[config.mk]
export PLATFORM = sky130hd
export DESIGN_NAME = smbtp_div
export DESIGN_NICKNAME = d
export VERILOG_FILES = /design/src/design/smbtp_pkg.sv /design/src/design/smbtp_div.sv
export SDC_FILE = /design/constraint.sdc
export NUM_CORES = 2
export LEC_CHECK = 0
export BUFFER_PORTS_ARGS = -buffer_cell sky130_fd_sc_hd__buf_4
export CORE_MARGIN = 2
export CORE_UTILIZATION = 57
export DETAILED_ROUTE_END_ITERATION = 12
export MAX_ROUTING_LAYER = met4
export PLACE_DENSITY = 0.74
export SYNTH_ARGS = -nofsm -noshare
export SYNTH_HDL_FRONTEND = slang
export SYNTH_SLANG_ARGS = --single-unit
export TNS_END_PERCENT = 1
[constraint.sdc]
create_clock -name i_clk -period 3.49 [get_ports i_clk]
set_input_delay 0.349 -clock i_clk [delete_from_list [all_inputs] [get_ports i_clk]]
set_output_delay 0.349 -clock i_clk [all_outputs]
set_load 0.1 [all_outputs]
[src/design/smbtp_pkg.sv]
// shared types and constants for the smoothstep blended trajectory point unit
// no dependencies

package smbtp_pkg;

    typedef logic signed [31:0] t_sword;
    typedef logic [30:0]        t_uword31;

    localparam int FRAC_BITS_DEF       = 16;
    localparam int MIN_SPEED_SHIFT_DEF = 24;

    // divider pipeline: operand stage, 32 quotient bit stages, sign fix stage
    localparam int DIV_LAT = 34;

    localparam t_uword31 ALPHA_RESET = 31'd65536;

endpackage

[src/design/smbtp_div.sv]
// pipelined signed by positive divider, truncating toward zero, one quotient bit per stage
// depends on smbtp_pkg

module smbtp_div (
    input  logic               i_clk,
    input  smbtp_pkg::t_sword   i_num,
    input  smbtp_pkg::t_uword31 i_den,
    output smbtp_pkg::t_sword   o_quo
);
    import smbtp_pkg::*;

    localparam int NSTEP = 32;

    logic [30:0] r_rem [0:NSTEP];
    logic [31:0] r_num [0:NSTEP];
    logic [30:0] r_den [0:NSTEP];
    logic        r_neg [0:NSTEP];
    t_sword      r_quo;

    logic [31:0] w_trial [0:NSTEP-1];
    logic        w_ge    [0:NSTEP-1];

    always_comb begin
        for (int k = 0; k < NSTEP; k++) begin
            w_trial[k] = {r_rem[k], r_num[k][31]};
            w_ge[k]    = w_trial[k] >= {1'b0, r_den[k]};
        end
    end

    always_ff @(posedge i_clk) begin
        r_rem[0] <= '0;
        r_num[0] <= i_num[31] ? 32'(-i_num) : 32'(i_num);
        r_den[0] <= i_den;
        r_neg[0] <= i_num[31];
        for (int k = 0; k < NSTEP; k++) begin
            if (w_ge[k]) begin
                r_rem[k+1] <= 31'(w_trial[k] - {1'b0, r_den[k]});
            end else begin
                r_rem[k+1] <= w_trial[k][30:0];
            end
            r_num[k+1] <= {r_num[k][30:0], w_ge[k]};
            r_den[k+1] <= r_den[k];
            r_neg[k+1] <= r_neg[k];
        end
        r_quo <= r_neg[NSTEP] ? -$signed(r_num[NSTEP]) : $signed(r_num[NSTEP]);
    end

    assign o_quo = r_quo;

endmodule

==> Word level (Yosys, flattened, before mapping) <==
Memory sizes are Yosys's and may differ from the RTL's.
Cells that the tools add are included.
{ "op_classes": {"add_sub_neg": 34, "order_cmp": 32, "muxes": 130, "bitwise_logic": 32} }
{ "ops": {"columns": ["op", "n"], "rows": [
  [">= comparator 32 x 31 -> 1 bit", 32],
  ["2-to-1 mux 31 bit", 32],
  ["subtractor 31 bit", 32],
  ["2-to-1 mux 1 bit", 96],
  ["2-to-1 mux 32 bit", 2],
  ["negation 32 bit", 2],
  ["OR 1 bit", 32]
]} }
{ "totals": {"regBits": 32, "ram_bits": 3135, "out_inout_bits": 32, "wordCells": 233, "n_memories": 4} }
{ "mem_list": {"columns": ["memory", "depth", "width", "read_ports", "rd_clocked_by_memory_dff", "write_ports", "line_no", "rtl"], "rows": [
  ["r_num", 33, 32, 33, 0, 33, "smbtp_div.sv:15", "logic [31:0] r_num [0:NSTEP];"],
  ["r_den", 33, 31, 32, 0, 33, "smbtp_div.sv:16", "logic [30:0] r_den [0:NSTEP];"],
  ["r_rem", 33, 31, 32, 0, 33, "smbtp_div.sv:14", "logic [30:0] r_rem [0:NSTEP];"],
  ["r_neg", 33, 1, 33, 0, 33, "smbtp_div.sv:17", "logic r_neg [0:NSTEP];"]
]} }

==> Logic depth before layout (Yosys ltp) <==
{ "logic_depth": {"word_depth": 4, "mapped_depth": 16} }

==> Least setup slack after synthesis <==
OpenSTA, ideal clock, no wires.
{ "synth_timing": {"kind": "reg2reg", "start": "memory r_num[9][31] (netlist: r_num[1][63])", "end": "memory r_rem[10][11]", "setup_time_ns": 0.121, "arrival_time_ns": 3.358, "required_time_ns": 3.369, "slack_ns": 0.012, "path_stages_with_launch": 14, "cell_sequence": "dfxtp_1 -> inv_1 -> ha_1 -> fa_1 -> nand2b_1 -> a211oi_1 -> o31ai_1 -> a31oi_1 -> a21oi_1 -> nand2_1 -> a31oi_1 -> o31ai_1 -> clkbuf_1 -> mux2_2"} }
{ "synth_rtl": {"columns": ["item", "line_no"], "rows": [
  ["from (decl)", "smbtp_div.sv:15"],
  ["to (decl)", "smbtp_div.sv:14"]
]} }

==> qor.txt <==
Ys flop type -> dfxtp_1
Die H -> 468 um
R2R depth -> 16
Power density over the cells -> 704 nW/um^2
Via Count -> 89605
Top cells by area, synth -> dfxtp_1 50%, ha_1 9.9%, a21oi_1 4.3%
Fill count -> 16045
Reg area -> 61600 sq um
Most frequent cells in the layout -> 3065 x dfxtp_1, 1200 x inv_1, 1018 x a21oi_1
Core ar. -> 214000 sq um
Antenna violations before repair -> 26
Port Buf Inserts -> 95
Gate Count Post-Synth -> 12272
Tot Pwr -> 102 mW
Syn avg cell area -> 9.99 sq um
Commonest non-fill, non-tap cell in the layout -> dfxtp_1
CP Max Fanout -> 12
Share of flip-flops with an asynchronous set or reset -> 0%
Fin crit share -> 103%
Layout cell share with drive strength beyond 1 -> 14.6%
Largest net degree at the start of global routing -> 61
Cell Rows -> 170
Fin Clk Skew -> 108 ps
Post-route ant nets -> 0
Crit-path cells -> inv_1 > ha_2 > fa_2 > nor2b_1 > o21ai_1 > a21boi_1 > o31a_1 > a211o_1 > and2_1 > a41o_1 > a21oi_2 > nor3_1 > a2111oi_4 > buf_4 > bufbuf_16 > mux2_2
I/O Pins -> 96
Initial Util -> 57.2%
Synthesized flop and latch total -> 3074
Hold WC Path Type -> in2reg
Final hold violations -> 0
Failing checks -> negative setup slack
Avg Vias per Cell -> 5.50
Slowest-stage cell, CP -> mux2_2
Number of global-route vias before repair -> 91115
1st-iter DRT viols -> 5555
Setup Viol. Count Final -> 20
Clk sinks -> 3074
Routed length per placed instance -> 19.0 um
R2r startpoint -> r_num[0][127]
CP delay by family, top -> compound AO/OA/AOI/OAI gates
Ys Warns -> 0
Hold path startpoint -> i_den[16]
Post-Synthesis Net Count -> 13331
Leak -> 69.0 nW
Post-route DRC -> 0
Clock slew at reported path FFs -> 60 ps
Hold Path Sink -> r_den[0][16]
Gr ovfl total -> 0
CTS tree -> done
Slew headroom -> 29.3%
Setup_tns -> -1380 ps
Worst R2R End -> r_rem[4][22]
Root buffer cell -> clkbuf_16
Clk_lat worst skew -> 980 ps
Worst hold margin -> 55.6 ps
Mapped cell area -> 123000 sq um
Required @ worst endpoint -> 4300 ps
Syn-to-layout area delta -> 18.2%
Nature of the critical path endpoint -> register
Num CTS Buffers -> 322
Clock Path Buffers -> 4
PnR worst setup slack -> -112 ps
VDD IR max -> 585 uV
Buf/Inv on CP -> 3
Yosys top cell area share -> 50.2%
Seq/Total Area, Yosys -> 50.2%
Total wire length -> 310 mm
Depth of the CTS H-tree -> 5
Die area -> 219000 sq um
Max cap viols -> 0
Status -> finished, violations left
Yosys cell types -> 85
RSZ-0062 raised after global routing -> yes
CP peak stage delay -> 330 ps
Cell accounting for the most synthesized area -> dfxtp_1
Gpl congestion -> 0.984
Setup crit start kind -> register
Final Critical Period -> 3600 ps
GR Util All Layers -> 28.3%
Worst path arrival time -> 4420 ps
Fmax -> 278 MHz
Hold Crit Depth -> 2
R2R setup slack -> -110 ps
EDFF count, synth -> 0
Slew @ Worst Pin -> 1060 ps
First-pass GRT wire length -> 478 mm
Area of the multi-input gates -> 57000 sq um
Hpwl dp -> 233 mm
Crit Path Category -> reg2reg
Max-slew violations -> 0
Nets@finish -> 14263
Die X -> 468 um
DR pass1 iterations -> 8
## logic make-up after synthesis
| logic type | Yosys count | share of synthesized area (%) |
|---|---|---|
| flops | 3074 | 50.2 |
| fa+ha+maj | 995 | 10.3 |
| buf+inv | 1439 | 4.46 |
| mux | 419 | 3.82 |
| simple gates | 2372 | 9.25 |
| xor+xnor | 872 | 6.23 |
| compound gates | 3101 | 15.7 |
## how the worst max path moves through the flow
stage	startpoint	endpoint	slack, ps	cells after the start
final	r_num[0][127]	r_rem[4][22]	-110	16
after global placement	r_num[3][159]	r_rem[29][4]	-640	17
after detailed placement	r_num[3][159]	r_rem[29][4]	-680	17
after global routing	r_num[0][127]	r_rem[4][6]	-200	16
after floorplan	r_num[1][63]	r_rem[10][11]	10	13
after CTS	r_num[0][255]	r_rem[8][2]	-110	17
## cell usage after synthesis (all sizes together), types with 76 or more instances
master / count
ha: 965
o21a: 117
o21ai: 715
nor3: 101
xnor2: 560
nor2b: 157
o31ai: 83
a21boi: 92
inv: 1203
dfxtp: 3074
mux2: 391
o21bai: 111
nand4: 122
a21oi: 1054
and3: 87
a21o: 494
a31oi: 76
nor2: 652
xor2: 312
clkbuf: 188
nand2b: 149
nand2: 701
nand3: 166
## where the power goes
group          internal (mW)  switching, mW  leakage (nW)
clock network           21.0           13.8          5.36
registers               38.6           1.95          25.6
logic                   12.2           14.4          38.1
total                   71.8           30.1          69.0
## worst register-to-register path, stage by stage (launching register included)
cell	delay, ps
dfxtp_1	290
inv_1	70
ha_2	200
fa_2	210
nor2b_1	50
o21ai_1	180
a21boi_1	130
o31a_1	310
a211o_1	300
and2_1	180
a41o_1	260
a21oi_2	170
nor3_1	90
a2111oi_4	220
buf_4	200
bufbuf_16	290
mux2_2	330
## routing by layer
metal / part of all wire, % / routed length [um] / track usage [%] / vias to the layer above
li1: - / - / - / 43995
met4: 5.1 / 15700 / 13.6 / 0
met1: 39 / 122000 / 29.9 / 42524
met5: 0 / 0 / - / -
met3: 4.5 / 13900 / 4.73 / 832
met2: 51 / 159000 / 50.9 / 2254
## timing repair
action                     CTS  global route
hold buffers                94             0
hold endpoints to repair    64             0
buffers inserted            18             5
gates resized for setup    179           213
setup endpoints to repair  683           813
gates cloned                11             1
pin swaps                   56            48
## stage by stage
step,instances,util (%),instance area (sq um),worst slack [ps]
5_1_grt,16304,67.6,145000,-204
6_report,16306,67.6,145000,-112
3_3_place_gp,15590,61.2,131000,-636
2_1_floorplan,12272,-,123000,11.6
4_1_cts,16273,67.2,144000,-113
3_5_place_dp,15590,61.2,131000,-684
## cell type report
class,instances,area share [%]
inverters,1203,3.12
repair buffers,843,5.08
clock inverters,128,1.16
clock buffers,432,6.32
diodes,28,0.0484
well taps,2838,2.45
multi-input cells,7760,39.3
flip-flops and latches,3074,42.5
## registers in the layout, summed over array words and instances, names as in the netlist
| register | flops |
|---|---|
| r_neg | 33 |
| r_num | 1056 |
| r_rem | 961 |
| o_quo | 32 |
| r_den | 992 |
No activity file was read; power rests on OpenSTA's default activity.
